`config.mk`:
```
export PLATFORM = sky130hd
export DESIGN_NAME = khm_ctrl
export DESIGN_NICKNAME = d
export VERILOG_FILES = /design/src/design/khm_pkg.sv /design/src/design/khm_ctrl.sv
export SDC_FILE = /design/constraint.sdc
export NUM_CORES = 1
export LEC_CHECK = 0
export BUFFER_PORTS_ARGS = -buffer_cell sky130_fd_sc_hd__clkbuf_2
export CAP_MARGIN = 10
export CORE_AREA = 2 2 39 41
export CTS_CLUSTER_SIZE = 20
export DETAILED_ROUTE_END_ITERATION = 10
export DIE_AREA = 0 0 41 43
export PLACE_DENSITY = 0.77
export RECOVER_POWER = 25
export SLEW_MARGIN = 20
export SYNTH_ARGS = -nofsm -noshare
export SYNTH_HDL_FRONTEND = slang
export SYNTH_SLANG_ARGS = --single-unit
```
`constraint.sdc`:
```
create_clock -name clock -period 3.9 [get_ports clock]
set_input_delay 0.195 -clock clock [delete_from_list [all_inputs] [get_ports clock]]
set_output_delay 0.195 -clock clock [all_outputs]
set_load 0.02 [all_outputs]
```
`src/design/khm_pkg.sv`:
```
// shared types, constants and helper functions for the keypress heat map frame unit
`timescale 1ns / 1ps
`default_nettype none

package khm_pkg;

   // matrix size
   localparam int ROWS    = 4;
   localparam int COLUMNS = 8;
   localparam int LEDS    = ROWS * COLUMNS;

   // index widths, kept at least one bit wide
   localparam int ROW_W = (ROWS > 1) ? $clog2(ROWS) : 1;
   localparam int COL_W = (COLUMNS > 1) ? $clog2(COLUMNS) : 1;
   localparam int LED_W = (LEDS > 1) ? $clog2(LEDS) : 1;

   // field widths
   localparam int POS_W    = 3;
   localparam int COLOUR_W = 8;
   localparam int FRAC_W   = 16;
   localparam int SHADOW_W = COLOUR_W + FRAC_W;
   localparam int HUE_W    = 8;
   localparam int RGB_W    = 3 * COLOUR_W;
   localparam int SHADOW_RGB_W = 3 * SHADOW_W;

   // control register port
   localparam int CSR_INDEX_W = 2;
   localparam int CSR_DATA_W  = 16;

   localparam logic [CSR_INDEX_W-1:0] CSR_DECAY_FACTOR = 2'd0;
   localparam logic [CSR_INDEX_W-1:0] CSR_PRESS_SCALE  = 2'd1;
   localparam logic [CSR_INDEX_W-1:0] CSR_HUE_STEP     = 2'd2;

   localparam logic [FRAC_W-1:0] DECAY_FACTOR_RESET = 16'd64881;
   localparam logic [FRAC_W-1:0] PRESS_SCALE_RESET  = 16'd39322;
   localparam logic [HUE_W-1:0]  HUE_STEP_RESET     = 8'd30;

   // colour wheel segment bounds
   localparam logic [HUE_W-1:0]    WHEEL_SEG1 = 8'd85;
   localparam logic [HUE_W-1:0]    WHEEL_SEG2 = 8'd170;
   localparam logic [COLOUR_W-1:0] FULL_ON    = 8'd255;

   // request payload
   typedef struct packed {
      logic             key_valid;
      logic [POS_W-1:0] key_row;
      logic [POS_W-1:0] key_column;
   } req_type;

   // response payload
   typedef struct packed {
      logic [POS_W-1:0]    led_row;
      logic [POS_W-1:0]    led_column;
      logic [COLOUR_W-1:0] red;
      logic [COLOUR_W-1:0] green;
      logic [COLOUR_W-1:0] blue;
      logic                frame_last;
   } rsp_type;

   // controller to datapath commands
   typedef struct packed {
      logic             accept;
      logic             hue_update;
      logic             issue;
      logic [ROW_W-1:0] issue_row;
      logic [COL_W-1:0] issue_col;
      logic             issue_last;
      logic             s2_load;
      logic             out_load;
   } cmd_type;

   // flat led address of a row and column
   function automatic logic [LED_W-1:0] led_addr(input logic [ROW_W-1:0] row,
                                                 input logic [COL_W-1:0] col);
      return LED_W'(int'(row) * COLUMNS + int'(col));
   endfunction

   // three segment colour wheel, packed as red, green, blue
   function automatic logic [RGB_W-1:0] wheel(input logic [HUE_W-1:0] hue);
      logic [HUE_W-1:0]    off;
      logic [9:0]          h3;
      logic [COLOUR_W-1:0] r;
      logic [COLOUR_W-1:0] g;
      logic [COLOUR_W-1:0] b;
      if (hue < WHEEL_SEG1) begin
         off = hue;
      end else if (hue < WHEEL_SEG2) begin
         off = hue - WHEEL_SEG1;
      end else begin
         off = hue - WHEEL_SEG2;
      end
      h3 = 10'(off) * 10'd3;
      if (hue < WHEEL_SEG1) begin
         r = FULL_ON - h3[7:0];
         g = h3[7:0];
         b = '0;
      end else if (hue < WHEEL_SEG2) begin
         r = '0;
         g = FULL_ON - h3[7:0];
         b = h3[7:0];
      end else begin
         r = h3[7:0];
         g = '0;
         b = FULL_ON - h3[7:0];
      end
      return {r, g, b};
   endfunction

endpackage

`default_nettype wire

```
`src/design/khm_ctrl.sv`:
```
// frame sequencer: request handshake, led sweep counters and pipeline occupancy
`timescale 1ns / 1ps
`default_nettype none

module khm_ctrl (
   input  wire logic             clock,
   input  wire logic             reset,
   input  wire logic             req_valid,
   output logic                  req_ready,
   output logic                  rsp_valid,
   input  wire logic             rsp_ready,
   output khm_pkg::cmd_type      cmd
);
   import khm_pkg::*;

   typedef enum logic [3:0] {
      ST_IDLE  = 4'b0001,
      ST_HUE   = 4'b0010,
      ST_SWEEP = 4'b0100,
      ST_DRAIN = 4'b1000
   } ctl_state_type;

   ctl_state_type    state_ff, state_in;
   logic [ROW_W-1:0] row_ff, row_in;
   logic [COL_W-1:0] col_ff, col_in;
   logic             v1_ff, v1_in;
   logic             v2_ff, v2_in;
   logic             out_valid_ff, out_valid_in;

   logic advance;
   logic accept;
   logic issue;
   logic last_led;

   // pipeline moves when the output register is free or being emptied
   assign advance  = !out_valid_ff || rsp_ready;
   assign req_ready = (state_ff == ST_IDLE);
   assign accept   = req_valid && req_ready;
   assign issue    = (state_ff == ST_SWEEP) && advance;
   assign last_led = (row_ff == ROW_W'(ROWS - 1)) && (col_ff == COL_W'(COLUMNS - 1));

   // state and sweep counters
   always_comb begin
      state_in = state_ff;
      row_in   = row_ff;
      col_in   = col_ff;
      unique case (state_ff)
         ST_IDLE: begin
            if (accept) begin
               state_in = ST_HUE;
               row_in   = '0;
               col_in   = '0;
            end
         end
         ST_HUE: begin
            state_in = ST_SWEEP;
         end
         ST_SWEEP: begin
            if (issue) begin
               if (last_led) begin
                  state_in = ST_DRAIN;
               end else if (col_ff == COL_W'(COLUMNS - 1)) begin
                  col_in = '0;
                  row_in = row_ff + 1'b1;
               end else begin
                  col_in = col_ff + 1'b1;
               end
            end
         end
         ST_DRAIN: begin
            if (!v1_ff && !v2_ff) begin
               state_in = ST_IDLE;
            end
         end
         default: begin
            state_in = ST_IDLE;
         end
      endcase
   end

   // pipeline occupancy
   always_comb begin
      v1_in        = v1_ff;
      v2_in        = v2_ff;
      out_valid_in = out_valid_ff;
      if (advance) begin
         v1_in        = issue;
         v2_in        = v1_ff;
         out_valid_in = v2_ff;
      end
   end

   always_ff @(posedge clock) begin
      if (reset) begin
         state_ff     <= ST_IDLE;
         row_ff       <= '0;
         col_ff       <= '0;
         v1_ff        <= 1'b0;
         v2_ff        <= 1'b0;
         out_valid_ff <= 1'b0;
      end else begin
         state_ff     <= state_in;
         row_ff       <= row_in;
         col_ff       <= col_in;
         v1_ff        <= v1_in;
         v2_ff        <= v2_in;
         out_valid_ff <= out_valid_in;
      end
   end

   // commands to the datapath
   always_comb begin
      cmd.accept     = accept;
      cmd.hue_update = (state_ff == ST_HUE);
      cmd.issue      = issue;
      cmd.issue_row  = row_ff;
      cmd.issue_col  = col_ff;
      cmd.issue_last = last_led;
      cmd.s2_load    = advance && v1_ff;
      cmd.out_load   = advance && v2_ff;
   end

   assign rsp_valid = out_valid_ff;

   // hue update always hands over to the sweep
   a_hue_to_sweep: assert property (@(posedge clock) disable iff (reset)
      state_ff == ST_HUE |=> state_ff == ST_SWEEP)
      else $error("hue update not followed by sweep");

   // no led in flight while waiting for a request
   a_idle_empty: assert property (@(posedge clock) disable iff (reset)
      state_ff == ST_IDLE |-> !v1_ff && !v2_ff)
      else $error("pipeline busy while idle");

   // the last led of a frame ends the sweep
   a_last_drains: assert property (@(posedge clock) disable iff (reset)
      issue && last_led |=> state_ff == ST_DRAIN && v1_ff)
      else $error("sweep did not end after last led");

endmodule

`default_nettype wire

```
Word level (Yosys, flattened, before mapping)
Index checks and enable logic that the tools add are counted. Widths: inputs -> output; s select.

Register bits: 12. Input port bits: 4. Output and inout port bits: 13. Logic and storage cells: 49.

$add $sub $neg: 2. Equal/unequal tests: 12. Mux-type cells: 15. Reduce and logical (&&, ||, !) cells: 14.

Operators with widths (number): $mux 4 (4); $pmux 4 s4 (1); $mux 3 (4); $mux 2 (4); $ne 2x2->1 const B (4); $reduce_and 4->1 (2); $logic_and 1x1->1 (6); $pmux 3 s2 (1); $reduce_and 5->1 (1); $eq 4x1->1 const B (1); $eq 4x2->1 const B (1); $eq 4x3->1 const B (1); $eq 4x4->1 const B (1); $ne 2x1->1 const B (2); $pmux 2 s2 (1); $add 3x1->3 const B (1); $eq 3x3->1 const B (1); $logic_not 1->1 (3); $add 2x1->2 const B (1); $eq 2x2->1 const B (1); $reduce_bool 2->1 (1); $logic_or 1x1->1 (1).

Logic depth before layout (Yosys ltp)
Gate-level depths: netlist of run 1.

Depth after elaboration: 5. Gate-level depth with buffers: 6. Gate-level depth less buffers: 6.

Worst setup path before layout of run 1
Ideal clock, no wire load.

Path kind: register to register. Start: register col_ff[0]. End: register col_ff[1]. Setup time: 0.132 ns. Data arrival time: 1.480 ns. Required time: 3.768 ns. Slack: 2.288 ns. Stages on the path, launching flop included: 7. Path buffers: 0. Period minus slack after synthesis: 1.612 ns. Cell sequence: dfxtp_1 -> ha_1 -> ha_1 -> nand2_1 -> a32oi_2 -> nand3b_1 -> a21oi_1.

Cells in the longest elaborated chain, start to end: 5. Elaborated cells between the ends (all ways): 9.

RTL lines: start, declared (line khm_ctrl.sv:25) `logic [COL_W-1:0] col_ff, col_in;`; start signal, assigned (line khm_ctrl.sv:104) `col_ff <= col_in;`; $add 3x1->3 or $eq 3x3->1 (tied branches) (line khm_ctrl.sv:66, khm_ctrl.sv:40, khm_ctrl.sv:62); $mux 3 (line khm_ctrl.sv:62) `end else if (col_ff == COL_W'(COLUMNS - 1)) begin`; $mux 3 (line khm_ctrl.sv:60) `if (last_led) begin`; $mux 3 (line khm_ctrl.sv:59) `if (issue) begin`; $pmux 3 s2 (line khm_ctrl.sv:47) `unique case (state_ff)`.

Parallel ways exist; a longest one is shown, timed or not. The select of a mux whose other input is x is not followed. A chain may end at the register's enable or synchronous reset.

==> reports/qor_table.md, run 1 <==
| Result | This run | Unit |
|:---|:---|:---|
| CTS resizes | 0 | - |
| Clock latency at the later pin of the worst-skew pair | 0.26 | ns |
| Vias in the first global route | 412 | - |
| DR WL/cell | 11.1 | um |
| Chip width | 41 | um |
| Biggest fanout along the worst timing path | 8 | - |
| Core area | 1380 | um2 |
| Synthesized netlist cell count | 69 | - |
| Crit end category | primary output | - |
| Average cell area after synthesis | 8.94 | um2 |
| TritonCTS clock tree | yes | - |
| Worst Setup Slack, final | 2.20 | ns |
| Floorplan row count | 14 | - |
| Share of the clock period used by the worst path after layout | 43.5 | % |
| Worst Path Class, Setup | register to primary output | - |
| Post-detailed-placement half-perimeter wirelength | 854 | um |
| Total power density per cell area | 318 | nW/um2 |
| Synthesis-stage register bit count | 12 | - |
| Total count of hold-check failures in the final report | 0 | - |
| Actual transition at the worst max-transition pin | 0.351 | ns |
| Max Slew Vio Count | 0 | - |
| Number of antenna violations at the first check in global routing | 0 | - |
| Cts bufs inserted | 3 | - |
| First-pass GRT wire length | 1.68 | mm |
| Synthesized netlist net count | 76 | - |
| Maximum clock frequency | 589 | MHz |
| Maximum vdd ir drop | 0.182 | mV |
| Total placed cells including tap cells | 97 | - |
| Die Outline Area | 1760 | um2 |
| Cell Count, Final, Fillers Out | 100 | - |
| Initial cell density of the core | 44.6 | % |
| Layout overhead on the synthesized area | 14.8 | % |
| Setup repair after global routing missed its margin | no | - |
| Fraction of final layout cells sized beyond drive strength 1 | 22.6 | % |
| Number of buffer cells added on primary ports | 16 | - |
| Final ANT Viol Nets | 0 | - |
| Count of nets after finishing | 93 | - |
| Grt total ovfl | 0 | - |
| Outcome | complete, no violations | - |
| Routed wire length | 1.11 | mm |
| Total of warnings raised by yosys | 0 | - |
| Pin count of the biggest net entering global routing | 13 | - |
| Total number of H-tree levels | 1 | - |
| Clock-pin slew reported for the worst setup and hold paths after clock tree synthesis | 0.07 | ns |
| Type of the tightest min-delay check | input port to register | - |
| Post-synthesis cell area | 617 | um2 |
| Weighted congestion reported at the end of routability-driven placement | 0.689 | - |
| Master cell of the clock root buffer | sky130_fd_sc_hd__clkbuf_4 | - |
| Max capacitance violation total | 0 | - |
| Placement Setup Slack | 2.26 | ns |
| Global-route usage over all layers | 14.3 | % |
| Number of distinct library cell variants in the gate-level netlist after synthesis | 28 | - |
| Count of unresolved DRC violations after routing | 0 | - |
| Sum Neg Setup Slack | 0 | ns |
| Clock sink count | 12 | - |
| Number of diodes added for antenna fixing | 0 | - |
| Rel. slew slack | 76.2 | % |
| Total power consumption of the routed design | 0.225 | mW |
| Data required time at the worst endpoint | 3.70 | ns |
| Leakage power summed over all cells | 0.297 | nW |
| Kind of launch point of the worst setup path | register | - |
| Iteration-0 DRC count of the detailed router | 1 | - |
| Endpoint arrival time on the critical path | 1.50 | ns |
| Filler cell count in the final layout | 142 | - |
| First-pass detailed-route iteration total | 2 | - |
| Number of buffers inserted to repair setup after CTS | 0 | - |
| Post-route clock skew | 0.000915 | ns |
| Clock buffer depth | 2 | - |
| Setup-failing EPs final | 0 | - |
| Fraction of the yosys area taken by sequential cells | 38.9 | % |
| Min cycle time layout | 1.70 | ns |
| Top-Level Pins | 17 | - |
| Post-detailed-route via-to-cell ratio | 5.41 | - |
| Count of hold buffers inserted by post-cts repair | 0 | - |
| Via Count | 541 | - |
| Die span in y | 43 | um |
## cell usage after synthesis
master	number	share of area (%)
sky130_fd_sc_hd__nor4b_1	1	1.4
sky130_fd_sc_hd__ha_1	3	6.1
sky130_fd_sc_hd__o22a_1	1	1.4
sky130_fd_sc_hd__dfxtp_1	12	39
sky130_fd_sc_hd__nor4b_2	1	2.4
sky130_fd_sc_hd__and3_1	1	1.0
sky130_fd_sc_hd__a32oi_2	1	2.6
sky130_fd_sc_hd__clkbuf_1	1	0.61
sky130_fd_sc_hd__nor4_1	1	1.0
sky130_fd_sc_hd__o311ai_0	1	1.4
sky130_fd_sc_hd__nor4b_4	1	3.9
sky130_fd_sc_hd__nand4b_1	1	1.4
sky130_fd_sc_hd__buf_4	3	3.7
sky130_fd_sc_hd__and2_2	1	1.2
sky130_fd_sc_hd__nand2b_1	1	1.0
sky130_fd_sc_hd__nand3b_1	2	2.4
sky130_fd_sc_hd__nor2_1	7	4.3
sky130_fd_sc_hd__and2_1	2	2.0
sky130_fd_sc_hd__nand4_1	1	1.0
sky130_fd_sc_hd__nor3_1	2	1.6
sky130_fd_sc_hd__o211ai_1	1	1.2
sky130_fd_sc_hd__o21ai_0	3	2.4
sky130_fd_sc_hd__a21oi_1	7	5.7
sky130_fd_sc_hd__or4b_1	1	1.6
sky130_fd_sc_hd__nand2_1	5	3.0
sky130_fd_sc_hd__o21ai_1	2	1.6
sky130_fd_sc_hd__nor2b_1	3	3.0
sky130_fd_sc_hd__inv_1	3	1.8
## state kept, by name, indices dropped and copies added, names as in the netlist
register and cells:
state_ff 4, col_ff 3, row_ff 2, rsp_valid 1
v1_ff 1, v2_ff 1
## per-layer routing
layer	wire length, um	vias to the layer above	global-route usage, %
met2	514	12	19.7
li1	-	278	-
met1	539	249	19.0
met3	52	2	3.14
met4	5	0	10.0
met5	0	-	0
## placed cells by master (no fill, tap or decap), drive strengths merged
cell type  instances
nand3b             2
o211ai             1
o22a               1
nor2b              3
inv                3
a21oi              7
o311ai             1
nor3               2
dfxtp             12
o21ai              5
nor4               1
or4b               1
nor4b              3
nand4              1
nor2               7
nand2b             1
nand4b             1
and3               1
a32oi              1
clkbuf            19
and2               3
ha                 3
nand2              5
## layout make-up
| cell class | count | area [um2] | area share [%] |
|---|---|---|---|
| Timing Repair Buffer | 16 | 75.1 | 10.6 |
| Inverter | 3 | 11.3 | 1.59 |
| Multi-Input combinational cell | 50 | 339 | 47.9 |
| Tap cell | 16 | 20.0 | 2.83 |
| Clock buffer | 3 | 22.5 | 3.18 |
| Sequential cell | 12 | 240 | 33.9 |
## report_power, final
| part | internal, mW | switching, mW |
|---|---|---|
| Sequential | 0.125 | 0.00528 |
| Combinational | 0.0105 | 0.0139 |
| Clock | 0.0356 | 0.0353 |
## critical path, cell delays in order (launching register included)
cell	delay [ns]
sky130_fd_sc_hd__dfxtp_1	0.49
sky130_fd_sc_hd__nor4b_2	0.38
sky130_fd_sc_hd__and2_2	0.21
sky130_fd_sc_hd__clkbuf_2	0.16
## kinds of logic after synthesis
logic type	count (synthesis)	synth area share (%)
buffers and inverters	7	6.08
adders and majority gates	3	6.09
and+or+nand+nor	31	32.5
DFF	12	38.9
AOI/OAI and AO/OA	16	16.4
## per-stage QoR
step | area, um2 | hold WS (ns) | util, %
6_report | 708 | 0.272 | 51.2
5_1_grt | 708 | 0.274 | 51.2
4_1_cts | 713 | 0.258 | 51.5
3_5_place_dp | 691 | 0.470 | 49.9
3_3_place_gp | 691 | 0.464 | 49.9
2_1_floorplan | 617 | 0.267 | -
## path summary, 6_finish.rpt
path                                  to                startpoint  slack [ns]  cells after the start
hold / removal    rsp_valid$_SDFFE_PP0N_                 rsp_ready        0.27                      4
setup reg to reg  col_ff[1]$_SDFFE_PP0P_    col_ff[0]$_SDFFE_PP0P_        2.27                      6
setup / recovery                 cmd[10]  state_ff[0]$_SDFFE_PP1P_        2.20                      3
hold reg to reg   col_ff[2]$_SDFFE_PP0P_    col_ff[2]$_SDFFE_PP0P_        0.47                      2
Power figures use the tool's default switching activity.
==> run 2, diff against run 1 <==
Settings changed: ABC_AREA from default to 1, CORE_AREA 2 2 39 41 to default, CORE_MARGIN from default to 2, CORE_UTILIZATION from default to 46, DIE_AREA 0 0 41 43 to default, PLACE_DENSITY 0.77 to 0.78.
Clock period 3.9 ns to 1.5 ns, I/O delays scaled along.
==> reports/qor_table.md, run 2 <==
| Result | This run | Unit |
|:---|:---|:---|
| Combinational share of power | 58.2 | % |
| Iteration-0 DRC count of the detailed router | 4 | - |
| Number of antenna violations at the first check in global routing | 0 | - |
| Min cycle time layout | 1.40 | ns |
| Uppermost layer routed | met4 | - |
| Total number of H-tree levels | 1 | - |
| Final ANT Viol Nets | 0 | - |
| Type of the tightest min-delay check | input port to register | - |
| Top cells by area in the synthesized netlist | sky130_fd_sc_hd__dfxtp_1 33%, sky130_fd_sc_hd__nor2_1 11%, sky130_fd_sc_hd__inv_1 7.7% | - |
| Max Slew Vio Count | 0 | - |
| Weighted congestion reported at the end of routability-driven placement | 0.849 | - |
| Die Outline Area | 1910 | um2 |
| Fraction of the yosys area taken by sequential cells | 33.0 | % |
| Count of nets after finishing | 128 | - |
| Placement Setup Slack | 0.0595 | ns |
| Most common cell after layout, fill and taps aside | sky130_fd_sc_hd__nor2_1 | - |
| Post-detailed-placement half-perimeter wirelength | 1.01 | mm |
| Sw power | 0.825 | mW |
| Routed wire length | 1.29 | mm |
| Clock-pin slew reported for the worst setup and hold paths after clock tree synthesis | 0.07 | ns |
| Sum Neg Setup Slack | 0 | ns |
| Pin count of the biggest net entering global routing | 11 | - |
| Die span in y | 43.8 | um |
| Endpoint arrival time on the critical path | 1.57 | ns |
| EDFF count, synth | 0 | - |
| Total power consumption of the routed design | 1.69 | mW |
| Global-route usage over all layers | 14.7 | % |
| Reg with most FFs | state_ff | - |
| Synthesized netlist cell count | 101 | - |
| Post-route cell area | 857 | um2 |
| Clock latency at the later pin of the worst-skew pair | 0.27 | ns |
| Cell chain of the critical path | ha_1 > ha_1 > nand2_2 > nand3_4 > nand2_4 > nand2_2 > o21ai_1 > nor2_1 | - |
| Actual transition at the worst max-transition pin | 0.280 | ns |
| Count of unresolved DRC violations after routing | 0 | - |
| Max capacitance violation total | 0 | - |
| Power share of the sequential group | 30.5 | % |
| Met2 layer wire length in the routed design | 574 | um |
| Most used standard cells in the synthesized netlist | 21 x sky130_fd_sc_hd__nor2_1, 15 x sky130_fd_sc_hd__inv_1, 13 x sky130_fd_sc_hd__nand2_1 | - |
| Initial cell density of the core | 48.8 | % |
| Post-detailed-route via-to-cell ratio | 4.85 | - |
| Worst Path Class, Setup | register to register | - |
| Vias in the first global route | 530 | - |
| TritonCTS clock tree | yes | - |
| Most frequently used cell type in the post-synthesis netlist | sky130_fd_sc_hd__nor2_1 | - |
| Master cell of the clock root buffer | sky130_fd_sc_hd__clkbuf_4 | - |
| Power share of the clock group | 11.3 | % |
| Synthesis-stage register bit count | 12 | - |
| Grt total ovfl | 0 | - |
| Synthesized netlist net count | 108 | - |
| Worst Setup Slack, final | 0.0966 | ns |
| Post-route clock skew | 0.00124 | ns |
| WL met1 | 629 | um |
| Outcome | complete, no violations | - |
| Cell area after placement | 805 | um2 |
| Top-area cell type share of the netlist area | 33.0 | % |
| Via Count | 655 | - |
| Total power density per cell area | 1970 | nW/um2 |
| Crit end category | register | - |
| Maximum vdd ir drop | 0.945 | mV |
| Clock sink count | 12 | - |
| Number of distinct library cell variants in the gate-level netlist after synthesis | 23 | - |
| Net switching share of the total power | 48.9 | % |
| Core area | 1490 | um2 |
| Fraction of final layout cells sized beyond drive strength 1 | 31.1 | % |
| Utilization of the core after routing | 57.6 | % |
| Kind of launch point of the worst setup path | register | - |
| Setup-failing EPs final | 0 | - |
| Largest regs | state_ff x4, col_ff x3, row_ff x2 | - |
| Top-Level Pins | 17 | - |
| Flip-flop count of the largest register after layout | 4 | - |
| Post-synthesis cell type with the largest combined area | sky130_fd_sc_hd__dfxtp_1 | - |
| Floorplan row count | 14 | - |
| Data required time at the worst endpoint | 1.66 | ns |
| First-pass detailed-route iteration total | 4 | - |
| Clock buffer depth | 2 | - |
| Number of buffer cells added on primary ports | 16 | - |
| Total of warnings raised by yosys | 0 | - |
| Layout overhead on the synthesized area | 17.9 | % |
| Leakage power summed over all cells | 0.434 | nW |
| Cell Count, Final, Fillers Out | 135 | - |
| DR WL/cell | 9.52 | um |
| Chip width | 43.8 | um |
| Share of the clock period used by the worst path after layout | 93.6 | % |
| First-pass GRT wire length | 2.09 | mm |
| Total count of hold-check failures in the final report | 0 | - |
| Sum of met3 wire segment lengths after detailed routing | 60 | um |
| Share of flip-flops with an asynchronous set or reset | 0 | % |
| Average cell area after synthesis | 7.20 | um2 |
| Most frequent cells in the layout | 21 x sky130_fd_sc_hd__nor2_1, 15 x sky130_fd_sc_hd__inv_1, 11 x sky130_fd_sc_hd__clkbuf_2 | - |
| Number of diodes added for antenna fixing | 0 | - |
| Biggest fanout along the worst timing path | 4 | - |
| Cell Int Power | 0.861 | mW |
| Worst hold margin | 0.0806 | ns |
| Post-synthesis cell area | 727 | um2 |
| Delay of the slowest cell on the worst path | 0.34 | ns |
| Rel. slew slack | 81.2 | % |
| Maximum clock frequency | 713 | MHz |
| Primary FF master, synth | sky130_fd_sc_hd__dfxtp_1 | - |
| Total placed cells including tap cells | 130 | - |
| Cts bufs inserted | 3 | - |
| Cell with the largest stage delay on the worst path | sky130_fd_sc_hd__dfxtp_2 | - |
run 2: cell count changes after synthesis, sizes merged, moves of 5 or more:
cell and delta:
a21oi -5, inv +14, nand3 +7, nand2 +12, nor2 +20
run 2: repair_timing:
item | in CTS | in global routing
setup endpoints to repair | 0 | 10
hold endpoints to repair | 1 | 0
resized for setup | 0 | 7
hold buffers | 1 | 0
buffers inserted | 0 | 1
run 2: cell families after synthesis:
| group | share of synthesized area [%] |
|---|---|
| AND/OR/NAND/NOR | 42.9 |
| buffers and inverters | 12.4 |
| flip-flops | 33.0 |
| AO/OA/AOI/OAI | 6.54 |
| adder cells (fa/ha/maj) | 5.16 |
run 2: final cells by class:
type | count | area, um2
Inverter | 18 | 67.6
Fill cell | 152 | 632
Tap cell | 16 | 20.0
Timing Repair Buffer | 18 | 91.3
Multi-Input combinational cell | 68 | 413
Clock buffer | 3 | 22.5
Sequential cell | 12 | 243
run 2: worst max-delay path, delay by kind of cell (launching register included):
family,cells,cell delay [ns]
AOI/OAI and AO/OA,1,0.13
adders and majority gates,2,0.39
DFF,1,0.34
and+or+nand+nor,5,0.44
run 2: final timing paths:
check                          from  cells past startpoint                        to  slack [ns]
max          col_ff[0]$_SDFFE_PP0P_                      8    col_ff[1]$_SDFFE_PP0P_         0.1
min                       req_valid                      3  state_ff[1]$_SDFFE_PP0P_        0.08
min reg2reg  col_ff[1]$_SDFFE_PP0P_                      2    col_ff[1]$_SDFFE_PP0P_        0.51
max reg2reg  col_ff[0]$_SDFFE_PP0P_                      8    col_ff[1]$_SDFFE_PP0P_         0.1
run 2: power groups by stage:
stage               clock [mW]  sequential (mW)  combinational, mW
CTS                      0.200            0.510              0.944
global route             0.216            0.524               1.11
floorplan                    0            0.574              0.703
detailed placement           0            0.517              0.939
finish                   0.190            0.514              0.981
global placement             0            0.512              0.931
run 2: routing by layer:
metal / vias up / GRT usage (%)
met5: - / 0
met4: 0 / 9.09
met3: 2 / 3.75
met2: 14 / 21.5
met1: 286 / 19.2
li1: 353 / -
==> run 3, diff against run 2 <==
Settings changed: ABC_AREA 1 to default, CORE_UTILIZATION 46 to 44, PLACE_DENSITY 0.78 to 0.77.
==> reports/qor_table.md, run 3 (synthesis results as in run 1) <==
| Result | This run | Unit |
|:---|:---|:---|
| Outcome | complete, no violations | - |
| First-pass GRT wire length | 2.23 | mm |
| Flip-flop count of the largest register after layout | 4 | - |
| Total count of hold-check failures in the final report | 0 | - |
| Grt total ovfl | 0 | - |
| Post-detailed-placement half-perimeter wirelength | 930 | um |
| Cts bufs inserted | 3 | - |
| Max Slew Vio Count | 0 | - |
| Die Outline Area | 1720 | um2 |
| Clock latency at the later pin of the worst-skew pair | 0.27 | ns |
| Clock sink count | 12 | - |
| Post-route cell area | 858 | um2 |
| Crit path max-delay family | adder cells | - |
| Worst flop-to-flop path startpoint | col_ff[0]$_SDFFE_PP0P_ | - |
| Fraction of final layout cells sized beyond drive strength 1 | 44.8 | % |
| Most frequent cells in the layout | 11 x sky130_fd_sc_hd__clkbuf_2, 11 x sky130_fd_sc_hd__buf_4, 7 x sky130_fd_sc_hd__a21oi_1, 7 x sky130_fd_sc_hd__nor2_1, 6 x sky130_fd_sc_hd__dfxtp_1 | - |
| Via Count | 607 | - |
| Register-to-register setup slack | 0.06 | ns |
| Min cycle time layout | 1.46 | ns |
| Pin count of the biggest net entering global routing | 13 | - |
| Total power density per cell area | 806 | nW/um2 |
| Power share of the clock group | 37.5 | % |
| Reg with most FFs | state_ff | - |
| Largest regs | state_ff x4, col_ff x3, row_ff x2 | - |
| Net switching share of the total power | 24.5 | % |
| Cell chain of the critical path | ha_1 > ha_2 > nand2_2 > buf_4 > inv_1 > buf_2 | - |
| First-pass detailed-route iteration total | 4 | - |
| Final ANT Viol Nets | 0 | - |
| Vias in the first global route | 543 | - |
| TritonCTS clock tree | yes | - |
| Cell Count, Final, Fillers Out | 111 | - |
| Cell area after placement | 747 | um2 |
| Global-route usage over all layers | 16.6 | % |
| Biggest fanout along the worst timing path | 4 | - |
| Number of buffer and inverter stages on the critical path | 3 | - |
| Maximum vdd ir drop | 0.560 | mV |
| Number of cell instances on the worst register-to-register path | 6 | - |
| Total placed cells including tap cells | 101 | - |
| Core area | 1300 | um2 |
| Number of antenna violations at the first check in global routing | 0 | - |
| Delay of the slowest cell on the worst path | 0.36 | ns |
| Clock buffer depth | 2 | - |
| Power share of the sequential group | 48.4 | % |
| Chip width | 41.4 | um |
| Endpoint of the worst hold path | col_ff[1]$_SDFFE_PP0P_ | - |
| Initial cell density of the core | 47.4 | % |
| Total number of H-tree levels | 1 | - |
| Post-route clock skew | 0.000653 | ns |
| Crit Reg-Reg Endpoint | col_ff[2]$_SDFFE_PP0P_ | - |
| Iteration-0 DRC count of the detailed router | 13 | - |
| Share of the clock period used by the worst path after layout | 97.2 | % |
| Clock-pin slew reported for the worst setup and hold paths after clock tree synthesis | 0.07 | ns |
| Count of unresolved DRC violations after routing | 0 | - |
| Data required time at the worst endpoint | 1.42 | ns |
| Cell with the largest stage delay on the worst path | sky130_fd_sc_hd__dfxtp_4 | - |
| Count of nets after finishing | 104 | - |
| Rel. slew slack | 74.6 | % |
| Routed wire length | 1.33 | mm |
| Endpoint arrival time on the critical path | 1.38 | ns |
| Utilization of the core after routing | 66.0 | % |
| Kind of launch point of the worst setup path | register | - |
| Leakage power summed over all cells | 0.388 | nW |
| Launch instance of the worst min-delay path | reset | - |
| Number of diodes added for antenna fixing | 0 | - |
| Actual transition at the worst max-transition pin | 0.381 | ns |
| Weighted congestion reported at the end of routability-driven placement | 0.697 | - |
| Setup repair after global routing missed its margin | yes | - |
| Floorplan row count | 13 | - |
| Max capacitance violation total | 0 | - |
| Layout overhead on the synthesized area | 39.1 | % |
| Top-Level Pins | 17 | - |
| DR WL/cell | 12.0 | um |
| Combinational share of power | 14.1 | % |
| Sw power | 0.169 | mW |
| Count of hold buffers inserted by post-cts repair | 0 | - |
| Maximum clock frequency | 686 | MHz |
| Filler cell count in the final layout | 108 | - |
| Setup-failing EPs final | 0 | - |
| Post-detailed-route via-to-cell ratio | 5.47 | - |
| Master cell of the clock root buffer | sky130_fd_sc_hd__clkbuf_4 | - |
| Worst Path Class, Setup | register to primary output | - |
| Number of buffer cells added on primary ports | 16 | - |
| Total power consumption of the routed design | 0.691 | mW |
| Min-Delay Path Depth | 2 | - |
| Type of the tightest min-delay check | input port to register | - |
| Die span in y | 41.4 | um |
| Cell Int Power | 0.522 | mW |
| Crit end category | primary output | - |
==> run 3: cell types whose count changed in the layout (fill, tap and decap cells not counted), moves of 4 or more <==
cell	delta
sky130_fd_sc_hd__nand2_2	-4
sky130_fd_sc_hd__nand2_1	-6
sky130_fd_sc_hd__dfxtp_1	-4
sky130_fd_sc_hd__buf_4	+10
sky130_fd_sc_hd__a21oi_1	+6
sky130_fd_sc_hd__inv_1	-12
sky130_fd_sc_hd__nand3_1	-4
sky130_fd_sc_hd__nor2_1	-14
==> run 3: worst max-delay path by stage <==
stage,startpoint,cells after the start,slack (ns),end
2_1_floorplan,col_ff[0]$_SDFFE_PP0P_,6,0.008,col_ff[1]$_SDFFE_PP0P_
3_3_place_gp,col_ff[0]$_SDFFE_PP0P_,6,0.05,col_ff[1]$_SDFFE_PP0P_
3_5_place_dp,col_ff[0]$_SDFFE_PP0P_,6,0.01,col_ff[1]$_SDFFE_PP0P_
4_1_cts,state_ff[3]$_SDFFE_PP0P_,4,0.004,cmd[10]
5_1_grt,col_ff[0]$_SDFFE_PP0P_,6,-0.02,cmd[2]
6_report,col_ff[0]$_SDFFE_PP0P_,6,0.04,cmd[2]
==> run 3: repair_timing <==
item | 4_1_cts | 5_1_grt
pin swaps | 3 | 4
endpoints found under the setup margin | 3 | 11
resized for setup | 7 | 8
setup buffers | 5 | 1
==> run 3: power by group through the flow <==
stage	combinational, mW	sequential [mW]	clock (mW)
floorplan	0.0544	0.345	0
global placement	0.0745	0.346	0
detailed placement	0.0757	0.346	0
CTS	0.0954	0.337	0.264
global route	0.104	0.336	0.278
finish	0.0973	0.335	0.259
==> run 3: routing by layer <==
layer | vias to the layer above | global-route usage (%) | routed length (um)
met3 | 2 | 2.61 | 53
li1 | 299 | - | -
met4 | 0 | 7.74 | 18
met1 | 294 | 19.6 | 597
met5 | - | 0 | 0
met2 | 12 | 29.1 | 662
==> run 3: area by class of cell <==
cell class	instances	area [um2]	area share, %
multi-input cells	50	367	42.7
flip-flops and latches	12	255	29.7
repair buffers	27	170	19.8
clock buffers	4	36.3	4.23
well taps	15	18.8	2.19
inverters	3	11.3	1.31
==> run 3: metrics by stage <==
step	setup WS [ns]	TNS (ns)	hold WS, ns
after CTS	0.00426	0	0.127
after global placement	0.0483	0	0.419
after detailed placement	0.0123	0	0.430
after floorplan	0.00777	0	0.147
final	0.0414	0	0.128
after global routing	-0.0156	-0.0225	0.149
